### src/rtl/core/lsu_pkg.sv
package lsu_pkg;

  // Width of the internal decoded-byte counter (8 to 32).
  localparam int unsigned LengthBits = 16;
  localparam int unsigned OutLenBits = 16;
  localparam int unsigned QueueDepth = 4;
  localparam int unsigned QueuePtrBits = $clog2(QueueDepth);

  typedef logic [LengthBits-1:0] length_t;

  // Character codes
  localparam logic [7:0] ChBslash = 8'h5C;
  localparam logic [7:0] ChZero   = 8'h30;
  localparam logic [7:0] ChSeven  = 8'h37;
  localparam logic [7:0] ChLowN   = 8'h6E;
  localparam logic [7:0] ChLowR   = 8'h72;
  localparam logic [7:0] ChLowT   = 8'h74;
  localparam logic [7:0] ChLowB   = 8'h62;
  localparam logic [7:0] ChLowF   = 8'h66;
  localparam logic [7:0] ChLf     = 8'h0A;
  localparam logic [7:0] ChCr     = 8'h0D;
  localparam logic [7:0] ChTab    = 8'h09;
  localparam logic [7:0] ChBs     = 8'h08;
  localparam logic [7:0] ChFf     = 8'h0C;

  typedef enum logic [2:0] {
    ModeNormal = 3'b001,
    ModeEscape = 3'b010,
    ModeOctal  = 3'b100
  } mode_e;

  typedef struct packed {
    logic [7:0]            out_byte;
    logic                  byte_valid;
    logic                  end_mark;
    logic [OutLenBits-1:0] out_length;
  } lsu_result_t;

  // Up to two result words produced by one input byte.
  typedef struct packed {
    logic [1:0]             num;
    lsu_result_t [1:0]      slot;
  } lsu_emit_t;

  function automatic length_t sat_inc(length_t v, logic inc);
    sat_inc = (inc && (v != {LengthBits{1'b1}})) ? v + length_t'(1) : v;
  endfunction

endpackage

### src/rtl/core/lsu_decode.sv
module lsu_decode (
  input  logic               clk_i,
  input  logic               rst_ni,
  input  logic               accept_i,
  input  logic [7:0]         in_byte_i,
  input  logic               last_in_i,
  output lsu_pkg::lsu_emit_t emit_o
);
  import lsu_pkg::*;

  mode_e      mode_q, mode_d;
  logic [7:0] oct_val_q, oct_val_d;
  logic [1:0] oct_cnt_q, oct_cnt_d;
  length_t    len_q, len_d;

  logic       is_oct;
  logic [2:0] digit;
  logic [7:0] oct_next;
  logic       a_vld, b_vld;
  logic [7:0] a_byte, b_byte;
  logic       c_vld;
  logic       s0_vld;
  logic [7:0] s0_byte;
  length_t    len0, len1;

  assign is_oct   = (in_byte_i >= ChZero) && (in_byte_i <= ChSeven);
  assign digit    = in_byte_i[2:0];
  assign oct_next = {oct_val_q[4:0], digit};

  always_comb begin
    mode_d    = mode_q;
    oct_val_d = oct_val_q;
    oct_cnt_d = oct_cnt_q;
    a_vld     = 1'b0;
    a_byte    = in_byte_i;
    b_vld     = 1'b0;
    b_byte    = in_byte_i;
    case (mode_q)
      ModeEscape: begin
        mode_d = ModeNormal;
        a_vld  = 1'b1;
        case (in_byte_i)
          ChLowN:  a_byte = ChLf;
          ChLowR:  a_byte = ChCr;
          ChLowT:  a_byte = ChTab;
          ChLowB:  a_byte = ChBs;
          ChLowF:  a_byte = ChFf;
          default: begin
            if (is_oct) begin
              a_vld     = 1'b0;
              mode_d    = ModeOctal;
              oct_val_d = {5'd0, digit};
              oct_cnt_d = 2'd1;
            end
          end
        endcase
      end
      ModeOctal: begin
        if (is_oct) begin
          if (oct_cnt_q == 2'd2) begin
            // third digit: emit now
            a_vld     = 1'b1;
            a_byte    = oct_next;
            mode_d    = ModeNormal;
            oct_val_d = '0;
            oct_cnt_d = '0;
          end else begin
            oct_val_d = oct_next;
            oct_cnt_d = oct_cnt_q + 2'd1;
          end
        end else begin
          // flush pending digits, then handle the byte as plain text
          a_vld     = 1'b1;
          a_byte    = oct_val_q;
          oct_val_d = '0;
          oct_cnt_d = '0;
          if (in_byte_i == ChBslash) begin
            mode_d = ModeEscape;
          end else begin
            mode_d = ModeNormal;
            b_vld  = 1'b1;
          end
        end
      end
      default: begin
        mode_d = ModeNormal;
        if (in_byte_i == ChBslash) begin
          mode_d = ModeEscape;
        end else begin
          a_vld = 1'b1;
        end
      end
    endcase
  end

  // At end of string, flush octal digits still pending.
  assign c_vld   = last_in_i && (mode_d == ModeOctal);
  assign s0_vld  = a_vld || c_vld;
  assign s0_byte = a_vld ? a_byte : (c_vld ? oct_val_d : 8'd0);
  assign len0    = sat_inc(len_q, s0_vld);
  assign len1    = sat_inc(len0, b_vld);

  always_comb begin
    emit_o.slot[0].out_byte   = s0_byte;
    emit_o.slot[0].byte_valid = s0_vld;
    emit_o.slot[0].end_mark   = last_in_i && !b_vld;
    emit_o.slot[0].out_length = OutLenBits'(len0);
    emit_o.slot[1].out_byte   = b_byte;
    emit_o.slot[1].byte_valid = 1'b1;
    emit_o.slot[1].end_mark   = last_in_i;
    emit_o.slot[1].out_length = OutLenBits'(len1);
    if (b_vld) begin
      emit_o.num = 2'd2;
    end else if (s0_vld || last_in_i) begin
      emit_o.num = 2'd1;
    end else begin
      emit_o.num = 2'd0;
    end
  end

  always_ff @(posedge clk_i or negedge rst_ni) begin
    if (!rst_ni) begin
      mode_q    <= ModeNormal;
      oct_val_q <= '0;
      oct_cnt_q <= '0;
      len_q     <= '0;
    end else if (accept_i) begin
      if (last_in_i) begin
        mode_q    <= ModeNormal;
        oct_val_q <= '0;
        oct_cnt_q <= '0;
        len_q     <= '0;
      end else begin
        mode_q    <= mode_d;
        oct_val_q <= oct_val_d;
        oct_cnt_q <= oct_cnt_d;
        len_q     <= len1;
      end
    end
  end

endmodule

### src/rtl/core/literal_string_unescape.sv
// Channel | Handshake                  | Payload
// --------+----------------------------+------------------------------------------------
// in      | in_valid_i / in_ready_o    | in_byte_i, last_in_i
// out     | out_valid_o / out_ready_i  | out_byte_o, byte_valid_o, end_mark_o, out_length_o
//
// One input word per cycle is taken while in_ready_o is high; it is decoded in the same
// cycle into zero, one or two result words that land in a four-entry result queue.
// Results show the cycle after acceptance; one leaves per cycle while out_ready_i is high.
// in_ready_o is decoded from the registered queue count: high while two words or fewer wait.
// Reset clears the escape state, the length counter and the queue.
module literal_string_unescape (
  input  logic                          clk_i,
  input  logic                          rst_ni,
  input  logic                          in_valid_i,
  output logic                          in_ready_o,
  input  logic [7:0]                    in_byte_i,
  input  logic                          last_in_i,
  output logic                          out_valid_o,
  input  logic                          out_ready_i,
  output logic [7:0]                    out_byte_o,
  output logic                          byte_valid_o,
  output logic                          end_mark_o,
  output logic [lsu_pkg::OutLenBits-1:0] out_length_o
);
  import lsu_pkg::*;

  logic        in_fire;
  logic        out_fire;
  lsu_emit_t   emit;

  lsu_result_t                queue_q [QueueDepth];
  logic [QueuePtrBits-1:0]    wr_ptr_q, rd_ptr_q;
  logic [QueuePtrBits:0]      count_q;
  logic [1:0]                 push_num;
  logic [QueuePtrBits-1:0]    wr_ptr_nx;

  assign in_ready_o  = count_q <= (QueuePtrBits+1)'(QueueDepth - 2);
  assign in_fire     = in_valid_i && in_ready_o;
  assign out_valid_o = count_q != '0;
  assign out_fire    = out_valid_o && out_ready_i;
  assign push_num    = in_fire ? emit.num : 2'd0;
  assign wr_ptr_nx   = wr_ptr_q + QueuePtrBits'(1);

  lsu_decode u_decode (
    .clk_i,
    .rst_ni,
    .accept_i  (in_fire),
    .in_byte_i,
    .last_in_i,
    .emit_o    (emit)
  );

  always_ff @(posedge clk_i) begin
    if (push_num != 2'd0) begin
      queue_q[wr_ptr_q] <= emit.slot[0];
    end
    if (push_num == 2'd2) begin
      queue_q[wr_ptr_nx] <= emit.slot[1];
    end
  end

  always_ff @(posedge clk_i or negedge rst_ni) begin
    if (!rst_ni) begin
      wr_ptr_q <= '0;
      rd_ptr_q <= '0;
      count_q  <= '0;
    end else begin
      wr_ptr_q <= wr_ptr_q + QueuePtrBits'(push_num);
      if (out_fire) begin
        rd_ptr_q <= rd_ptr_q + QueuePtrBits'(1);
      end
      count_q <= count_q + (QueuePtrBits+1)'(push_num)
               - (QueuePtrBits+1)'(out_fire);
    end
  end

  assign out_byte_o   = queue_q[rd_ptr_q].out_byte;
  assign byte_valid_o = queue_q[rd_ptr_q].byte_valid;
  assign end_mark_o   = queue_q[rd_ptr_q].end_mark;
  assign out_length_o = queue_q[rd_ptr_q].out_length;

endmodule

### config.mk
export PLATFORM = sky130hd
export DESIGN_NAME = literal_string_unescape
export DESIGN_NICKNAME = d
export VERILOG_FILES = /design/src/rtl/core/lsu_pkg.sv /design/src/rtl/core/lsu_decode.sv /design/src/rtl/core/literal_string_unescape.sv
export SDC_FILE = /design/constraint.sdc
export NUM_CORES = 1
export LEC_CHECK = 0
export CAP_MARGIN = 20
export CELL_PAD_IN_SITES_DETAIL_PLACEMENT = 1
export CELL_PAD_IN_SITES_GLOBAL_PLACEMENT = 1
export CORE_MARGIN = 4
export CORE_UTILIZATION = 45
export DETAILED_ROUTE_END_ITERATION = 16
export DONT_BUFFER_PORTS = 1
export GPL_TIMING_DRIVEN = 1
export HOLD_SLACK_MARGIN = 0.05
export PLACE_DENSITY_LB_ADDON = 0.1
export SETUP_SLACK_MARGIN = 0.5
export SKIP_CTS_REPAIR_TIMING = 1
export SYNTH_ARGS = -nofsm -noshare
export SYNTH_HDL_FRONTEND = slang
export SYNTH_SLANG_ARGS = --single-unit
### constraint.sdc
create_clock -name clk_i -period 9.45 [get_ports clk_i]
set_input_delay 0.945 -clock clk_i [delete_from_list [all_inputs] [get_ports clk_i]]
set_output_delay 0.945 -clock clk_i [all_outputs]
set_load 0.03 [all_outputs]
After elaboration in Yosys (flattened, before gate mapping)
Memories as Yosys holds them, arrays and structs flattened.
Cells that the tools add are included.
W data, S select, Z words.
{"block": "op_classes", "div_mod_pow": 0, "n_lt_le_gt_ge": 3, "reduce_logical": 15, "n_shift": 0, "n_addsub": 8, "bitwise": 0, "n_eq_ne": 15, "muxes": 43, "mul": 0}
{"operator": "$mux W8", "count": 9}
{"operator": "$eq A8 B7 Y1 const B", "count": 6}
{"operator": "$mux W16", "count": 3}
{"operator": "$pmux W8 S5", "count": 1}
{"operator": "$add A16 B1 Y16 const B", "count": 2}
{"operator": "$ne A16 B16 Y1 const B", "count": 2}
{"operator": "$pmux W8 S2", "count": 2}
{"operator": "$mux W2", "count": 8}
{"operator": "$mux W3", "count": 5}
{"operator": "$mux W1", "count": 12}
{"operator": "$ge A8 B6 Y1 const B", "count": 1}
{"operator": "$le A8 B6 Y1 const B", "count": 1}
{"operator": "$logic_and A1 B1 Y1", "count": 7}
{"operator": "$add A2 B1 Y2 const B", "count": 3}
{"operator": "$eq A3 B3 Y1 const B", "count": 2}
{"operator": "$pmux W3 S2", "count": 1}
{"operator": "$reduce_bool A3 Y1", "count": 2}
{"operator": "$reduce_or A5 Y1", "count": 1}
{"operator": "$eq A2 B2 Y1 const B", "count": 2}
{"operator": "$pmux W2 S2", "count": 1}
{"operator": "$reduce_and A4 Y1", "count": 1}
{"operator": "$add A3 B2 Y3", "count": 1}
{"operator": "$eq A3 B2 Y1 const B", "count": 1}
{"operator": "$le A3 B2 Y1 const B", "count": 1}
{"operator": "8 further kinds", "count": 9}
{"block": "totals", "regBits": 36, "mem_bits_rw": 104, "rom_bits": 0, "in_bits": 13, "out_inout_bits": 28, "elab_cells": 92, "n_memories": 1, "latchBits": 0}
{"name": "queue_q", "depth": 4, "width": 26, "rd": 1, "rd_ports_with_merged_regs": 0, "wr": 2, "line_no": "literal_string_unescape.sv:31", "source": "lsu_result_t queue_q [QueueDepth];"}

Logic depth before layout (Yosys ltp)
{"block": "logic_depth", "depth_word": 15, "mapped_depth": 15, "depth_no_buf": 14}

Hierarchy
From an unflattened synthesis, not the netlist that was laid out.
{"block": "unflattened", "hier_cells": 666, "hier_area_um2": 8516.9}
{"mod": "literal_string_unescape", "instances": 1, "area_each_um2": 5625.4, "cells_each": 301, "seq_area_each_um2": 3298.2}
{"mod": "lsu_decode", "instances": 1, "area_each_um2": 2891.5, "cells_each": 365, "seq_area_each_um2": 726.9}

Least setup slack after synthesis
Ideal clock, no wire load.
{"block": "synth_timing", "path_type": "input to register", "from": "input port in_byte_i[4]", "to": "memory queue_q[0][15] (netlist name), data pin", "n_path_buf": 2, "t_required_ps": 9185, "setup_time_ps": 265, "path_slack_ps": 5705, "arrival_time_ps": 3479, "stages": 10, "cell_sequence": "clkbuf_1 -> nand3b_1 -> nor3_1 -> nor2_1 -> nand2_1 -> nor2_1 -> nand3_1 -> clkbuf_1 -> nand2_1 -> o2bb2ai_1"}
{"item": "from (decl)", "line_no": "literal_string_unescape.sv:16", "source": "input logic [7:0] in_byte_i,"}
{"item": "to (decl)", "line_no": "literal_string_unescape.sv:31"}

==> flow_metrics.tcl <==
set metrics [dict create \
    timing_worst_setup_path_type "reg -> reg" \
    crit_arrival_ps 4740 \
    dpl_worst_slack_ps 4737 \
    dr_total_vias 7242 \
    rsz0062_at_grt "false" \
    hold_violations 0 \
    cp.required_ps 9630 \
    via_per_inst 6.977 \
    min_path_type "in -> async" \
    root_buffer "clkbuf_16" \
    rows 49 \
    synth_nets 842 \
    wl_mm 29.72 \
    syn_avg_cell_area_um2 10.10 \
    diodes 0 \
    numCtsBuffers 17 \
    core-area_um2 18090 \
    finalPower_mw 2.233 \
    place.gp.congestion 0.8914 \
    p_per_area_nw_per_um2 246.0 \
    cp_slowest_cell "nand4_1" \
    setup_violations 0 \
    grt_usage_pct 29.76 \
    grt_pass1_wl_mm 45.90 \
    grt_pass1_vias 7346 \
    ys_types 73 \
    drive_above_1_share_pct 11.99 \
    startpoint_type "register" \
    slew_headroom_pct 30.74 \
    place_area_um2 8459 \
    path_cells "nor2b_1, o21a_4, o32a_1, and4_1, xor2_2, nand4_1, o211ai_2, nand2_1, a32o_1" \
    worst-slew-pin-transition_ps 1038 \
    worst_hold_slack_ps 207.2 \
    setup_ws_ps 4891 \
    grt_overflow 0 \
    status "completed" \
    cts-htree-levels 4 \
    max-vdd-ir-drop_mv 0.1455 \
    die_y_um 143.9 \
    syn_area_um2 8315 \
    synthFlopType "edfxtp_1" \
    netlist_instances 823 \
    initial_core_util_pct 45.98 \
    fin_nets 815 \
    clk_pin_slew_ps 70 \
    fmaxAchievable_ghz 0.2194 \
    io_pins 41 \
    detail-route-antenna-nets 0 \
    min_period_ps 4559 \
    clock_latency_ps 440 \
    dp_hpwl_mm 20.50 \
    dieWidth_um 143.9 \
    drc 0 \
    tns_ps 0 \
    maxCapViolations 0 \
    syn_to_final_growth_pct 9.178 \
    drt_iter0_markers 899 \
    first_pass_iters 5 \
    slew_viol_final 0 \
    slowest_delay_ps 750 \
    fin_crit_sh_pct 48.24 \
    leakage_nw 3.014 \
    yosys_warnings 0 \
    cp_max_fo 15 \
    worst_clock_skew_ps 17.01 \
    end_kind "register" \
    ctsLongestPathBuffers 2 \
    antenna_found_initial 0 \
    cts_tree "yes" \
    yosysSeqAreaShare_pct 47.92 \
    cts.sinks 140 \
    ys_async_sr_fraction_pct 25.71 \
    portBuffers 0 \
    grt_max_degree 37 \
    synth-edff-count 100 \
    wl_per_cell_um 28.63 \
    synth.ff_latch_count 140 \
    die-area_um2 20720 \
    final_cell_area_um2 9079 \
]
-- metrics by stage --
step / utilization [%] / instances
6_report: 50.20 / 1038
3_5_place_dp: 46.77 / 1005
3_3_place_gp: 46.77 / 1005
2_1_floorplan: - / 823
4_1_cts: 50.16 / 1037
5_1_grt: 50.20 / 1038
-- per-layer routing --
metal | wire length (µm) | vias to the layer above | track usage, %
met4 | 739 | 0 | 9.316
met3 | 2898 | 64 | 5.857
met1 | 12570 | 3673 | 42.77
li1 | - | 3089 | -
met2 | 13510 | 416 | 45.69
met5 | 0 | - | 0
-- sequential cells by signal (all words and copies together), names as in the netlist --
| name | flops |
|---|---|
| u_decode.oct_cnt_q | 2 |
| count_q | 3 |
| queue_q | 104 |
| wr_ptr_q | 2 |
| u_decode.len_q | 16 |
| u_decode.mode_q | 3 |
| u_decode.oct_val_q | 8 |
| rd_ptr_q | 2 |
-- critical path, delay by kind of cell (launching register included) --
family	cells	cell delay, ps
AND/OR/NAND/NOR	4	1760
AO/OA/AOI/OAI	4	1720
XOR/XNOR	1	400
flip-flops	1	400
-- cell families (layout without fill, tap and decap cells) --
| family | after synthesis | count (layout) | share of synthesized area (%) |
|---|---|---|---|
| and+or+nand+nor | 287 | 287 | 16.75 |
| AOI/OAI and AO/OA | 260 | 260 | 20.46 |
| DFF | 140 | 140 | 47.92 |
| buffers and inverters | 79 | 65 | 4.078 |
| muxes | 28 | 28 | 7.283 |
| xor gates and xnor gates | 23 | 23 | 2.513 |
| adders and majority gates | 6 | 6 | 0.9931 |
-- worst paths after layout --
path                                                    from                              to  slack, ps  depth (start not counted)
max                        u_decode.oct_cnt_q[1]$_DFFE_PN0P_         queue_q[1][2]$_DFFE_PP_       4890                          9
min                                                   rst_ni            count_q[2]$_DFF_PN0_        210                          0
max reg2reg                u_decode.oct_cnt_q[1]$_DFFE_PN0P_         queue_q[1][2]$_DFFE_PP_       4890                          9
min reg2reg                             count_q[2]$_DFF_PN0_            count_q[2]$_DFF_PN0_        490                          1
max in group asynchronous                             rst_ni  u_decode.mode_q[0]$_DFFE_PN1P_       9060                          0
min in group clk_i                      count_q[2]$_DFF_PN0_            count_q[2]$_DFF_PN0_        490                          1
-- power by group --
part | total [mW] | internal, mW | switching, mW
registers | 0.846 | 0.749 | 0.0963
clock network | 0.713 | 0.422 | 0.291
logic | 0.675 | 0.216 | 0.459
total | 2.23 | 1.39 | 0.846
-- placed cells by master (no fill, tap or decap), types with 16 or more instances in the layout --
cell type	Yosys	routed
a21oi_1	60	60
a22o_1	16	16
buf_4	3	17
clkbuf_16	0	17
dfrtp_1	35	34
edfxtp_1	100	100
inv_1	16	16
mux4_2	26	26
nand2_1	107	107
nand3_1	38	38
nor2_1	42	40
nor3_1	21	19
o21ai_0	76	76
o22ai_1	34	34
-- cells in the mapped netlist (4+ instances only) --
cell | count | share of area (%)
a21oi_1 | 60 | 3.6
buf_2 | 5 | 0.30
xor2_1 | 8 | 0.84
a211oi_1 | 8 | 0.72
and3_1 | 9 | 0.68
nor2_1 | 42 | 1.9
nand2b_1 | 5 | 0.38
o211ai_1 | 8 | 0.72
mux4_2 | 26 | 7.0
nand3_1 | 38 | 2.3
or3_1 | 12 | 0.90
edfxtp_1 | 100 | 36
dfxtp_1 | 4 | 0.96
ha_1 | 5 | 0.75
dfrtp_1 | 35 | 11
nand2_1 | 107 | 4.8
a22o_1 | 16 | 1.7
o22ai_1 | 34 | 2.6
clkbuf_1 | 47 | 2.1
o21a_1 | 8 | 0.72
and2_1 | 14 | 1.1
o21ai_0 | 76 | 4.6
a22oi_1 | 6 | 0.54
nor2b_1 | 7 | 0.53
a32o_1 | 7 | 0.84
o21ai_1 | 5 | 0.30
nor3_1 | 21 | 1.3
xnor2_1 | 14 | 1.5
nand4_1 | 14 | 1.1
inv_1 | 16 | 0.72
-- final cells by class --
| cell class | count | area [µm²] |
|---|---|---|
| repair buffers | 17 | 127.6 |
| clock buffers | 18 | 429.2 |
| clock inverters | 14 | 182.7 |
| fillers | 1948 | 9007 |
| well taps | 229 | 286.5 |
| inverters | 16 | 60.06 |
| multi-input cells | 604 | 4006 |
| flip-flops and latches | 140 | 3986 |
Note: power is estimated with default switching activity, not from simulation.
